==> src/rtl/core/pwq_pkg.sv <==
package pwq_pkg;

	localparam int QUEUE_DEPTH = 16;
	localparam int IDX_W       = (QUEUE_DEPTH > 1) ? $clog2(QUEUE_DEPTH) : 1;
	localparam int CNT_W       = $clog2(QUEUE_DEPTH + 1);
	localparam int TASK_W      = 4;
	localparam int PRIO_W      = 8;
	localparam int NUM_TASKS   = 1 << TASK_W;
	localparam int COUNT_W     = 5;

	localparam logic ACT_INSERT = 1'b0;
	localparam logic ACT_REMOVE = 1'b1;

	typedef enum logic [2:0] {
		ST_IDLE,
		ST_SCAN,
		ST_PUT,
		ST_HEAD_RD,
		ST_HEAD_WAIT
	} pwq_state_t;

endpackage

==> src/rtl/core/priority_wait_queue_core.sv <==
// Channel   Ports                                                     Handshake
// command   action, task_id, task_valid, priority_req                 start && !busy
// result    ok, head_valid, head_task, head_priority, entry_count     done (one cycle)
//
// One transaction at a time. The slot store is a memory with one write and one
// registered read port; the walk touches one slot per cycle, and a command that
// fails early skips the walk and goes straight to the head read.
// Reset clears the count and the membership bits; slot contents need no clearing.
// The result cannot be stalled: done is high for one cycle and busy drops with it.
module priority_wait_queue_core
	import pwq_pkg::*;
(
	input  logic               clk,
	input  logic               arst_n,
	input  logic               start,
	output logic               busy,
	input  logic               action,
	input  logic [TASK_W-1:0]  task_id,
	input  logic               task_valid,
	input  logic [PRIO_W-1:0]  priority_req,
	output logic               done,
	output logic               ok,
	output logic               head_valid,
	output logic [TASK_W-1:0]  head_task,
	output logic [PRIO_W-1:0]  head_priority,
	output logic [COUNT_W-1:0] entry_count
);

	logic [TASK_W-1:0] mem_task [QUEUE_DEPTH];
	logic [PRIO_W-1:0] mem_prio [QUEUE_DEPTH];

	pwq_state_t state_q, state_d;

	logic                 action_q;
	logic [TASK_W-1:0]    tid_q;
	logic [PRIO_W-1:0]    prio_q;
	logic [CNT_W-1:0]     cnt_q;
	logic [NUM_TASKS-1:0] member_q;
	logic [IDX_W-1:0]     ptr_q;
	logic                 issue_q;
	logic                 found_q;
	logic                 ok_q;

	logic                 vld_s1;
	logic [IDX_W-1:0]     addr_s1;
	logic [TASK_W-1:0]    rd_task_s1;
	logic [PRIO_W-1:0]    rd_prio_s1;

	logic                 done_q;
	logic                 head_valid_q;
	logic [TASK_W-1:0]    head_task_q;
	logic [PRIO_W-1:0]    head_prio_q;

	logic                 mem_we;
	logic [IDX_W-1:0]     mem_waddr;
	logic [TASK_W-1:0]    mem_wtask;
	logic [PRIO_W-1:0]    mem_wprio;
	logic                 rd_en;
	logic [IDX_W-1:0]     rd_addr;
	logic                 ins_done;
	logic                 rem_done;
	logic                 rem_hit;

	logic                 accept;
	logic                 cmd_fail;
	logic [IDX_W-1:0]     last_idx;

	assign accept   = start && (state_q == ST_IDLE);
	assign last_idx = IDX_W'(cnt_q - CNT_W'(1));
	assign cmd_fail = !task_valid
		|| ((action == ACT_INSERT) && (member_q[task_id] || (cnt_q == CNT_W'(QUEUE_DEPTH))))
		|| ((action == ACT_REMOVE) && !member_q[task_id]);

	always_ff @(posedge clk or negedge arst_n) begin
		if (!arst_n) begin
			state_q <= ST_IDLE;
		end else begin
			state_q <= state_d;
		end
	end

	always_comb begin
		state_d   = state_q;
		mem_we    = 1'b0;
		mem_waddr = '0;
		mem_wtask = tid_q;
		mem_wprio = prio_q;
		rd_en     = 1'b0;
		rd_addr   = ptr_q;
		ins_done  = 1'b0;
		rem_done  = 1'b0;
		rem_hit   = 1'b0;
		case (state_q)
			ST_IDLE: begin
				if (start) begin
					if (cmd_fail) begin
						state_d = ST_HEAD_RD;
					end else if ((action == ACT_INSERT) && (cnt_q == '0)) begin
						state_d = ST_PUT;
					end else begin
						state_d = ST_SCAN;
					end
				end
			end
			ST_SCAN: begin
				rd_en = issue_q;
				if (vld_s1) begin
					if (action_q == ACT_INSERT) begin
						// walk from the tail, shift larger entries up by one
						mem_we = 1'b1;
						mem_waddr = addr_s1 + IDX_W'(1);
						if (rd_prio_s1 > prio_q) begin
							mem_wtask = rd_task_s1;
							mem_wprio = rd_prio_s1;
							if (addr_s1 == '0) begin
								state_d = ST_PUT;
							end
						end else begin
							ins_done = 1'b1;
							state_d  = ST_HEAD_RD;
						end
					end else begin
						// close the gap behind the removed entry
						if (found_q) begin
							mem_we    = 1'b1;
							mem_waddr = addr_s1 - IDX_W'(1);
							mem_wtask = rd_task_s1;
							mem_wprio = rd_prio_s1;
						end else if (rd_task_s1 == tid_q) begin
							rem_hit = 1'b1;
						end
						if (addr_s1 == last_idx) begin
							rem_done = 1'b1;
							state_d  = ST_HEAD_RD;
						end
					end
				end
			end
			ST_PUT: begin
				mem_we    = 1'b1;
				mem_waddr = '0;
				ins_done  = 1'b1;
				state_d   = ST_HEAD_RD;
			end
			ST_HEAD_RD: begin
				rd_en   = 1'b1;
				rd_addr = '0;
				state_d = ST_HEAD_WAIT;
			end
			ST_HEAD_WAIT: begin
				state_d = ST_IDLE;
			end
			default: begin
				state_d = ST_IDLE;
			end
		endcase
	end

	always_ff @(posedge clk) begin
		if (mem_we) begin
			mem_task[mem_waddr] <= mem_wtask;
			mem_prio[mem_waddr] <= mem_wprio;
		end
		if (rd_en) begin
			rd_task_s1 <= mem_task[rd_addr];
			rd_prio_s1 <= mem_prio[rd_addr];
		end
		addr_s1 <= rd_addr;
		if (accept) begin
			action_q <= action;
			tid_q    <= task_id;
			prio_q   <= priority_req;
		end
	end

	always_ff @(posedge clk or negedge arst_n) begin
		if (!arst_n) begin
			cnt_q        <= '0;
			member_q     <= '0;
			ptr_q        <= '0;
			issue_q      <= 1'b0;
			found_q      <= 1'b0;
			ok_q         <= 1'b0;
			vld_s1       <= 1'b0;
			done_q       <= 1'b0;
			head_valid_q <= 1'b0;
			head_task_q  <= '0;
			head_prio_q  <= '0;
		end else begin
			vld_s1 <= rd_en && (state_d == ST_SCAN);
			done_q <= 1'b0;
			if (accept) begin
				ok_q    <= 1'b0;
				found_q <= 1'b0;
				issue_q <= 1'b1;
				ptr_q   <= (action == ACT_INSERT) ? last_idx : '0;
			end else if (rd_en && (state_q == ST_SCAN)) begin
				// advance the read pointer, stop at the far end
				if (action_q == ACT_INSERT) begin
					if (ptr_q == '0) begin
						issue_q <= 1'b0;
					end else begin
						ptr_q <= ptr_q - IDX_W'(1);
					end
				end else begin
					if (ptr_q == last_idx) begin
						issue_q <= 1'b0;
					end else begin
						ptr_q <= ptr_q + IDX_W'(1);
					end
				end
			end
			if (rem_hit) begin
				found_q <= 1'b1;
			end
			if (ins_done) begin
				cnt_q           <= cnt_q + CNT_W'(1);
				member_q[tid_q] <= 1'b1;
				ok_q            <= 1'b1;
			end
			if (rem_done) begin
				member_q[tid_q] <= 1'b0;
				if (found_q || rem_hit) begin
					cnt_q <= cnt_q - CNT_W'(1);
					ok_q  <= 1'b1;
				end
			end
			if (state_q == ST_HEAD_WAIT) begin
				done_q       <= 1'b1;
				head_valid_q <= (cnt_q != '0);
				head_task_q  <= (cnt_q != '0) ? rd_task_s1 : '0;
				head_prio_q  <= (cnt_q != '0) ? rd_prio_s1 : '0;
			end
		end
	end

	assign busy          = (state_q != ST_IDLE);
	assign done          = done_q;
	assign ok            = ok_q;
	assign head_valid    = head_valid_q;
	assign head_task     = head_task_q;
	assign head_priority = head_prio_q;
	assign entry_count   = COUNT_W'(cnt_q);

endmodule
==> config.mk <==
export PLATFORM = sky130hd
export DESIGN_NAME = priority_wait_queue_core
export DESIGN_NICKNAME = d
export VERILOG_FILES = /design/src/rtl/core/pwq_pkg.sv /design/src/rtl/core/priority_wait_queue_core.sv
export SDC_FILE = /design/constraint.sdc
export NUM_CORES = 1
export LEC_CHECK = 0
export BUFFER_PORTS_ARGS = -buffer_cell sky130_fd_sc_hd__buf_2
export CAP_MARGIN = 25
export CORE_UTILIZATION = 40
export DETAILED_ROUTE_END_ITERATION = 10
export SYNTH_ARGS = -nofsm -noshare
export SYNTH_HDL_FRONTEND = slang
export SYNTH_SLANG_ARGS = --single-unit
==> constraint.sdc <==
create_clock -name clk -period 7.05 [get_ports clk]
set_input_delay 0.705 -clock clk [delete_from_list [all_inputs] [get_ports clk]]
set_output_delay 0.705 -clock clk [all_outputs]
set_load 0.05 [all_outputs]
Yosys cells after proc, flatten, opt, wreduce, memory -nomap -nowiden
Memories as Yosys holds them, arrays and structs flattened. A register that Yosys moved wholly into a read port is not among the register bits.
Index checks and enable logic that the tools add are counted.
{ "word_totals": {"out_inout_bits": 21, "ramBits": 192, "word_cells": 141, "n_memories": 2, "regBits": 63, "inputBits": 17} }
{ "mem_list": {"columns": ["memory", "words", "width", "read_ports", "rd_ports_with_merged_regs", "wr", "line", "text"], "rows": [
  ["mem_prio", 16, 8, 1, 1, 1, "priority_wait_queue_core.sv:30", "logic [PRIO_W-1:0] mem_prio [QUEUE_DEPTH];"],
  ["mem_task", 16, 4, 1, 1, 1, "priority_wait_queue_core.sv:29", "logic [TASK_W-1:0] mem_task [QUEUE_DEPTH];"]
]} }
{ "classes": {"n_addsub": 6, "n_bitwise": 4, "order_cmp": 4, "n_reduce_logical": 24, "mux": 73, "eq_ne": 12} }
{ "op_table": {"columns": ["op", "count"], "rows": [
  ["4-bit two-way mux", 17],
  ["8-bit two-way mux", 6],
  ["16-bit two-way mux", 2],
  ["1-bit two-way mux", 31],
  ["3-bit two-way mux", 6],
  ["16-bit bitwise AND", 1],
  ["16-bit inverter", 1],
  ["16-bit OR", 1],
  ["5-bit two-way mux", 3],
  ["4-bit == test", 3],
  ["3-bit case mux with 4 select lines", 1],
  ["4-bit by 5-bit < comparator with 1-bit output (second input constant)", 2],
  ["4-bit by 1-bit adder with 4-bit output (second input constant)", 2],
  ["8-bit > comparator", 1],
  ["4-bit zero test", 2],
  ["4-bit by 1-bit subtractor with 4-bit output (second input constant)", 2],
  ["1-bit logical AND", 7],
  ["3-bit by 1-bit == test with 1-bit output (second input constant)", 2],
  ["3-bit by 2-bit == test with 1-bit output (second input constant)", 2],
  ["3-bit != test (second input constant)", 2],
  ["1-bit case mux with 2 select lines", 3],
  ["3-bit AND reduction", 2],
  ["3-bit nonzero test", 2],
  ["5-bit by 1-bit adder with 5-bit output (second input constant)", 1],
  ["other kinds (15)", 21]
]} }

Depth between registers and ports, before layout
Gate-level depths: netlist of the first run.
{ "logic_depth": {"ltp_word": 11, "mapped_depth": 12, "depth_no_buf": 8} }

Worst setup path after synthesis of the first run
OpenSTA, ideal clock, no wires.
{ "synth_timing": {"kind": "reg-to-reg", "from": "register cnt_q[0], in the netlist entry_count[0]", "to": "register ptr_q[2]", "stages_incl_launch_ff": 11, "setup_slack_ns": 4.346, "setup_time_ns": 0.125, "arrival_ns": 2.579, "synth_period_minus_slack_ns": 2.704, "required_time_ns": 6.925, "n_path_buf": 3, "path_cell_list": "dfrtp_1 buf_2 inv_1 ha_1 clkbuf_1 xnor2_1 nor4_1 o21ai_1 and2_1 buf_6 mux2_4"} }
{ "synth_via": {"elab_chain_len": 4, "word_cells_on_any_way": 6, "cone_classes": "add/sub (1); eq/ne (2); mux (2); reduce/logical (1)"} }
{ "synth_rtl": {"columns": ["item", "line", "text"], "rows": [
  ["from (decl)", "priority_wait_queue_core.sv:37", "logic [CNT_W-1:0] cnt_q;"],
  ["from (signal assigned)", "priority_wait_queue_core.sv:217", "cnt_q <= cnt_q + CNT_W'(1);"],
  ["from (signal assigned)", "priority_wait_queue_core.sv:224", "cnt_q <= cnt_q - CNT_W'(1);"],
  ["5-bit by 1-bit subtractor with 5-bit output *", null, null],
  ["4-bit == test", "priority_wait_queue_core.sv:206", "if (ptr_q == last_idx) begin"],
  ["3-bit != test (no source line)", null, null],
  ["3-bit AND reduction (no source line)", null, null],
  ["to (signal assigned)", "priority_wait_queue_core.sv:196", "ptr_q <= (action == ACT_INSERT) ? last_idx : '0;"],
  ["to (signal assigned)", "priority_wait_queue_core.sv:203", "ptr_q <= ptr_q - IDX_W'(1);"],
  ["to (signal assigned)", "priority_wait_queue_core.sv:209", "ptr_q <= ptr_q + IDX_W'(1);"],
  ["to (decl)", "priority_wait_queue_core.sv:39", "logic [IDX_W-1:0] ptr_q;"]
]} }
Mark *: on every way between the ends. The rest lies on a longest branch, timed or not.
A chain may end at the register's enable or synchronous reset.

Worst setup path in the final report of the first run
{ "layout_timing": {"from": "register rd_prio_s1[7] (read register of mem_prio)", "to": "memory mem_prio[7][1], data pin"} }
{ "layout_via": {"elab_chain_len": 5} }
{ "layout_rtl": {"columns": ["item", "line", "text"], "rows": [
  ["from (decl)", "priority_wait_queue_core.sv:47", "logic [PRIO_W-1:0] rd_prio_s1;"],
  ["8-bit > comparator", "priority_wait_queue_core.sv:112", "if (rd_prio_s1 > prio_q) begin"],
  ["8-bit two-way mux", "priority_wait_queue_core.sv:112", null],
  ["8-bit two-way mux", "priority_wait_queue_core.sv:108", "if (action_q == ACT_INSERT) begin"],
  ["8-bit two-way mux", "priority_wait_queue_core.sv:107", "if (vld_s1) begin"],
  ["8-bit two-way mux", "priority_wait_queue_core.sv:93", "case (state_q)"],
  ["net mem_wprio[1]", "priority_wait_queue_core.sv:57", "logic [PRIO_W-1:0] mem_wprio;"],
  ["to (decl)", "priority_wait_queue_core.sv:30", null]
]} }
The timed path passes the listed nets, and every way through them passes these cells.

==> results of run 1 <==
[synth_stat cells (5+ instances only)]
cell type	instances	area, um^2
o221ai_1	13	114
xnor2_1	11	96.3
a31oi_1	44	275
o21ai_0	11	55.1
and2_1	5	31.3
o21ai_1	10	50.1
ha_1	15	188
o31ai_1	14	105
buf_1	5	18.8
nor2_1	42	158
mux2_2	53	597
inv_1	21	78.8
xor2_1	5	43.8
a21oi_1	44	220
dfrtp_1	46	1150
mux2i_1	17	170
mux2_1	31	349
a22o_1	12	105
a211oi_1	5	37.5
a221oi_1	25	219
edfxtp_1	217	6520
nor2b_1	21	131
clkbuf_1	33	124
nand2_1	31	116
buf_2	14	70.1
nand3_1	18	90.1
[per-stage QoR]
| step | utilization, % | power [mW] | cell area, um^2 | hold WS, ns |
|---|---|---|---|---|
| final | 46.3 | 5.76 | 13400 | 0.242 |
| after detailed placement | 43.1 | 4.33 | 12400 | 0.469 |
| after floorplan | - | 3.75 | 11800 | 0.409 |
| after global placement | 42.8 | 4.29 | 12400 | 0.455 |
| after CTS | 46.3 | 5.78 | 13400 | 0.264 |
| after global routing | 46.3 | 6.03 | 13400 | 0.291 |
[sequential cells by signal (all words and copies together), names as in the netlist, 5 cells and up]
register,count
mem_task,64
member_q,16
head_priority,8
mem_prio,128
prio_q,8
entry_count,5
rd_prio_s1,8
[worst paths after layout]
path / slack, ns / to / startpoint / cells after the start
setup / recovery: 3.77 / mem_prio[7][1] / rd_prio_s1[7] / 6
hold / removal: 0.24 / ptr_q[0] / arst_n / 2
setup reg to reg: 3.77 / mem_prio[7][1] / rd_prio_s1[7] / 6
hold reg to reg: 0.48 / head_valid / head_valid / 1
max in group asynchronous: 6.35 / head_priority[1] / arst_n / 2
min in group clk: 0.33 / prio_q[1] / priority_req[1] / 1
[per-layer routing]
layer  wire length [um]  up-vias  share of wire, %
li1                   -     3281                 -
met1              12900     3711                44
met2              14000      248                47
met3               1890       59               6.3
met4                911        0               3.1
met5                  0        -                 0
[cell families (layout without fill, tap and decap cells)]
group,Yosys count,in the layout
flops,267,267
fa+ha+maj,16,16
compound gates,196,196
mux,106,106
buf+inv,84,132
simple gates,146,146
xor+xnor,18,18
[power by group]
part           internal (mW)  total [mW]  switching, mW
Sequential              2.02        2.27          0.254
Combinational          0.771        2.04           1.27
Clock                  0.831        1.46          0.625
Total                   3.62        5.76           2.14
[final cells by class]
class,instances,area share (%)
tap,384,3.60
clock buffer,33,5.54
multi-input combinational,482,28.0
inverter,24,0.684
clock inverter,20,1.31
timing repair buffer,55,2.81
sequential,267,58.0
==> reports/results.ini, run 1 <==
[run_status]
run_status = finished, final reports clean

[run]
maxCapViolations = 0

[worst_setup_path]
critical_path.max_stage_delay_ns = 0.79
critical_path_capture_point_type = register
worstSetupPathType = register to register
critPathLaunchType = register
worst-path-buf-inv = 0
timing.critical_path.arrival_ns = 3.50
critPathMaxFanout = 16
path_cells = ha_1 -> nand4_1 -> a21oi_1 -> o211ai_1 -> a21oi_2 -> mux2_1
critical-path-top-delay-family = compound AO/OA/AOI/OAI gates
crit_slowest_cell = a21oi_2
critical_path_required_ns = 7.27

[global_route]
grt.total_usage_pct = 19.7
grt.met1_usage_pct = 26.7
global_route.peak_usage_layer = met2
grt_first_pass_wirelength_um = 44300
globalRouteOverflowTotal = 0
grt_util_met2_pct = 32.1
grt_start_max_net_pins = 67
grt_use_met3_pct = 3.31
number_of_antenna_violations_at_the_first_check_in_global_routing = 0
grt_pass1_vias = 7082

[placement]
gp_routability_congestion = 0.809
io_buffer_count = 37
placedCellCount = 1212
post_detailed_placement_half_perimeter_wirelength_um = 17600
pre_cts_slack_ns = 3.80

[floorplan]
fp-row-count = 62
starting_density_of_the_core_pct = 40.9
top_level_ports = 38
floorplan.die.height_um = 174
core_area_um2 = 28900
die_x_um = 174
fp.dieArea_um2 = 30200

[yosys]
postSynthNetCount = 866
synth_area_in_compound_gates_pct = 11.3
synth-edff-count = 217
ys_types = 66
synth_area_per_cell_um2 = 14.2
yosys.area_share.xor_xnor_pct = 1.58
synth.mux.area_fraction_pct = 10.3
synth_fa_ha_area_share_pct = 1.76
synth_async_sr_flop_share_pct = 17.2
synth.ff_latch_count = 267
synth_cells = 833
netlist_area_um2 = 11800
synth_sequential_area_ratio_pct = 65.6
yosys_warning_count = 0
synth_top_flop_cell = edfxtp_1
synth_top_family_by_area = compound AO/OA/AOI/OAI gates
synthSimpleGateAreaFrac_pct = 6.29

[final_layout]
design.final.nets = 892
register_area_um2 = 7750
antenna_cells_inserted = 0
multi_input_comb_area_um2 = 3750
synthesis_to_layout_area_growth_pct = 13.1
post_layout_nonfiller_instances = 1265
fillers = 2520
most-common-layout-cells = 217 x edfxtp_1, 53 x mux2_2, 44 x a31oi_1, 44 x dfrtp_1, 43 x a21oi_1
commonest_non_fill_non_tap_cell_in_the_layout = edfxtp_1
drive_gt1_share_pct = 21.6

[cts]
clk_pin_slew_worst_paths_ns = 0.06
ctsRootBufferMaster = clkbuf_16
numCtsBuffers = 29
postCtsHoldBufs = 0
post-cts-setup-buffer-count = 0
cts_resized = 0
clock_tree_from_tritoncts = done
clock_path_buffers = 3
skew_pair_late_insertion_delay_ns = 0.56
cts_sinks = 267
cts_max_level = 1

[timing]
totalNegativeSetupSlack_ns = 0
hold_violations = 0
finalClockSkew_ns = 0.00863
worst_setup_margin_ns = 3.77
achievable-frequency_mhz = 305
timing_worst_slew_pin_value_ns = 1.09
final.period_utilization_pct = 46.5
final_critical_period_ns = 3.28
maxSlewViolCount = 0
slew_headroom_pct = 27.0
final-setup-viol-count = 0
rsz_0062_raised_after_global_routing = false

[route]
routed_wirelength_um = 29700
num_vias = 7299
antenna_violating_nets_post_route = 0
first_drt_pass_iteration_count = 6
routed_wire_length_per_instance_um = 23.5
vias_per_cell = 5.77
drt_drc_violations_left = 0
drt_iter0_drc = 705

[power_and_ir_drop]
ir_drop_worst_vdd_mv = 0.221
leakage_nw = 4.69
pwr_dens_nw_per_um2 = 431

[worst_hold_path]
hold_class = primary input to async pin

Note: power is estimated with default switching activity, not from simulation.
==> run 2: changes to the inputs <==
clock period = 2.9 ns   (was 7.05 ns; I/O delays follow)
==> run 2 against run 1 <==
  * Final area is 2.3% higher
  * Die area stayed put
  * Clock-buffer cell count is 2 higher
  * Utilization grew 1.1 points
  * Routed wire length is 3.4% higher
  * Critical path depth increased by 1
  * Non-clock buffer count grew 45
  * Clock skew rose by 0.0038 ns
  * Clock power grew 140%
  * Combinational power rose to 2.5 times the previous value
==> reports/results.ini, run 2 (synthesis gave the netlist of run 1 again) <==
[run_status]
run_status = finished, final reports clean

[route]
antenna_violating_nets_post_route = 0  ; unchanged
vias_per_cell = 5.73  ; -0.61%
drt_iter0_drc = 623  ; -12%
routed_wirelength_um = 30700  ; +3.4%
first_drt_pass_iteration_count = 5  ; -1
drt_drc_violations_left = 0  ; unchanged
routed_wire_length_per_instance_um = 23.4  ; -0.25%
num_vias = 7518  ; +3.0%

[timing]
maxSlewViolCount = 0  ; unchanged
totalNegativeSetupSlack_ns = 0  ; unchanged
rsz_0062_raised_after_global_routing = false
final.period_utilization_pct = 94.1  ; +48 points
finalClockSkew_ns = 0.0124  ; +0.00381 ns
slew_headroom_pct = 54.1  ; +27 points
final-setup-viol-count = 0  ; unchanged
timing.hold.ws_ns = 0.0604  ; -0.182 ns
achievable-frequency_mhz = 367  ; +20%
final_critical_period_ns = 2.73  ; -0.548 ns
timing_worst_slew_pin_value_ns = 0.688  ; -0.406 ns
hold_violations = 0  ; unchanged

[global_route]
number_of_antenna_violations_at_the_first_check_in_global_routing = 0  ; unchanged
grt_start_max_net_pins = 59  ; -12%
grt.total_usage_pct = 20.8  ; +1.1 points
globalRouteOverflowTotal = 0  ; unchanged
grt_first_pass_wirelength_um = 46900  ; +5.8%
grt_pass1_vias = 7550  ; +6.6%

[cts]
cts_max_level = 1  ; unchanged
clock_path_buffers = 3  ; unchanged
clock_tree_from_tritoncts = done
cts_sinks = 267  ; unchanged
ctsRootBufferMaster = clkbuf_16
post-cts-setup-buffer-count = 0  ; unchanged
numCtsBuffers = 29  ; unchanged
clk_pin_slew_worst_paths_ns = 0.06  ; about the same
skew_pair_late_insertion_delay_ns = 0.56  ; about the same

[floorplan]
fp-row-count = 62  ; unchanged
fp.dieArea_um2 = 30200  ; unchanged
starting_density_of_the_core_pct = 40.9  ; unchanged
top_level_ports = 38  ; unchanged
die_x_um = 174  ; unchanged
floorplan.die.height_um = 174  ; unchanged
core_area_um2 = 28900  ; unchanged

[power_and_ir_drop]
ir_drop_worst_vdd_mv = 0.576  ; +160%
sequentialPowerShare_pct = 38.6  ; -0.8 points
fin_total_pwr_mw = 14.1  ; +150%
pwr_dens_nw_per_um2 = 1030  ; +140%
p_clk_share_pct = 24.8  ; -0.5 points
power.share.combinational_pct = 36.6  ; +1.3 points
cell_internal_pwr_mw = 8.90  ; +150%
p_sw_mw = 5.24  ; +140%
leakage_nw = 4.90  ; +4.6%
sw_frac_of_total_pct = 37.0  ; -0.16 points

[worst_setup_path]
critPathMaxFanout = 16  ; unchanged
critical-path-top-delay-family = compound AO/OA/AOI/OAI gates
path_cells = ha_1 -> nand4_1 -> a21oi_2 -> o211ai_1 -> a21oi_1 -> buf_4 -> mux2_1
worst-path-buf-inv = 1  ; +1
timing.critical_path.arrival_ns = 2.95  ; -0.55 ns
crit_slowest_cell = mux2_1
critical_path_capture_point_type = register
critPathLaunchType = register
worstSetupPathType = register to register
critical_path_required_ns = 3.12  ; -4.15 ns
critical_path.max_stage_delay_ns = 0.56  ; -0.23 ns

[final_layout]
design.final.nets = 937  ; +5.0%
synthesis_to_layout_area_growth_pct = 15.7
regMostFlops = mem_prio
biggest_registers_after_layout = mem_prio (128), mem_task (64), member_q (16)
finish.utilization_pct = 47.4  ; +1.1 points
most-common-layout-cells = 217 x edfxtp_1, 59 x mux2_2, 48 x buf_4
antenna_cells_inserted = 0  ; unchanged
largest_register_ff_count = 128  ; unchanged
drive_gt1_share_pct = 22.3  ; +0.76 points
fillers = 2553  ; +1.3%
commonest_non_fill_non_tap_cell_in_the_layout = edfxtp_1
layout.cell_area.non_filler_um2 = 13700  ; +2.3%

[placement]
io_buffer_count = 37  ; unchanged
postPlaceCellArea_um2 = 12700  ; +1.7%
gp_routability_congestion = 0.811  ; +0.21%
post_detailed_placement_half_perimeter_wirelength_um = 19000  ; +7.7%

[worst_hold_path]
hold_class = primary input to register

[run]
maxCapViolations = 0  ; unchanged

[run 2: cell types whose count changed in the layout (fill, tap and decap cells not counted), sizes merged]
cell | previous run | this run
buf | 55 | 89
dlygate4sd3 | 0 | 11
clkbuf | 33 | 35
clkinvlp | 4 | 2
clkinv | 14 | 15
[run 2: routing by layer]
metal	global-route usage, %	up-vias	routed length [um]
met5	0	-	0
met4	7.20	0	1040
met3	3.00	59	1810
met2	34.7	254	14900
met1	27.6	3828	13000
li1	-	3377	-
[run 2: final cells by class]
cell class	count	area, um^2	share of cell area [%]
Sequential cell	267	7750	56.7
Multi-Input combinational cell	482	3710	27.1
Clock buffer	35	748	5.47
Timing Repair Buffer	100	736	5.38
Tap cell	384	480	3.51
Clock inverter	19	158	1.15
Inverter	24	91.3	0.668
[run 2: through the flow]
| step | worst slack, ns | std cells |
|---|---|---|
| after floorplan | 0.196 | 833 |
| after global placement | 0.230 | 1245 |
| after detailed placement | 0.102 | 1246 |
| after CTS | 0.0747 | 1311 |
| after global routing | 0.00187 | 1311 |
| final | 0.172 | 1311 |
[run 2: repair_timing]
action                                  in CTS  in global routing
endpoints found under the setup margin       0                192
endpoints found under the hold margin       39                  0
hold buffers                                11                  0
resized for setup                            0                  7
[run 2: power by group through the flow]
| stage | combinational [mW] | sequential, mW | clock, mW |
|---|---|---|---|
| floorplan | 3.51 | 5.60 | 0 |
| global placement | 5.09 | 5.49 | 0 |
| detailed placement | 5.16 | 5.51 | 0 |
| CTS | 5.19 | 5.43 | 3.58 |
| global route | 5.63 | 5.51 | 3.72 |
| finish | 5.18 | 5.45 | 3.51 |
[run 2: worst paths after layout]
kind | start | end | slack, ns | cells after the start
worst max-delay path | rd_prio_s1[7] | mem_task[1][0] | 0.17 | 7
worst min-delay path | task_id[1] | tid_q[1] | 0.06 | 1
worst max register to register | rd_prio_s1[7] | mem_task[1][0] | 0.17 | 7
worst min register to register | ok | ok | 0.47 | 2
max in group asynchronous | arst_n | found_q | 1.86 | 3
min in group asynchronous | arst_n | ptr_q[3] | 0.32 | 2
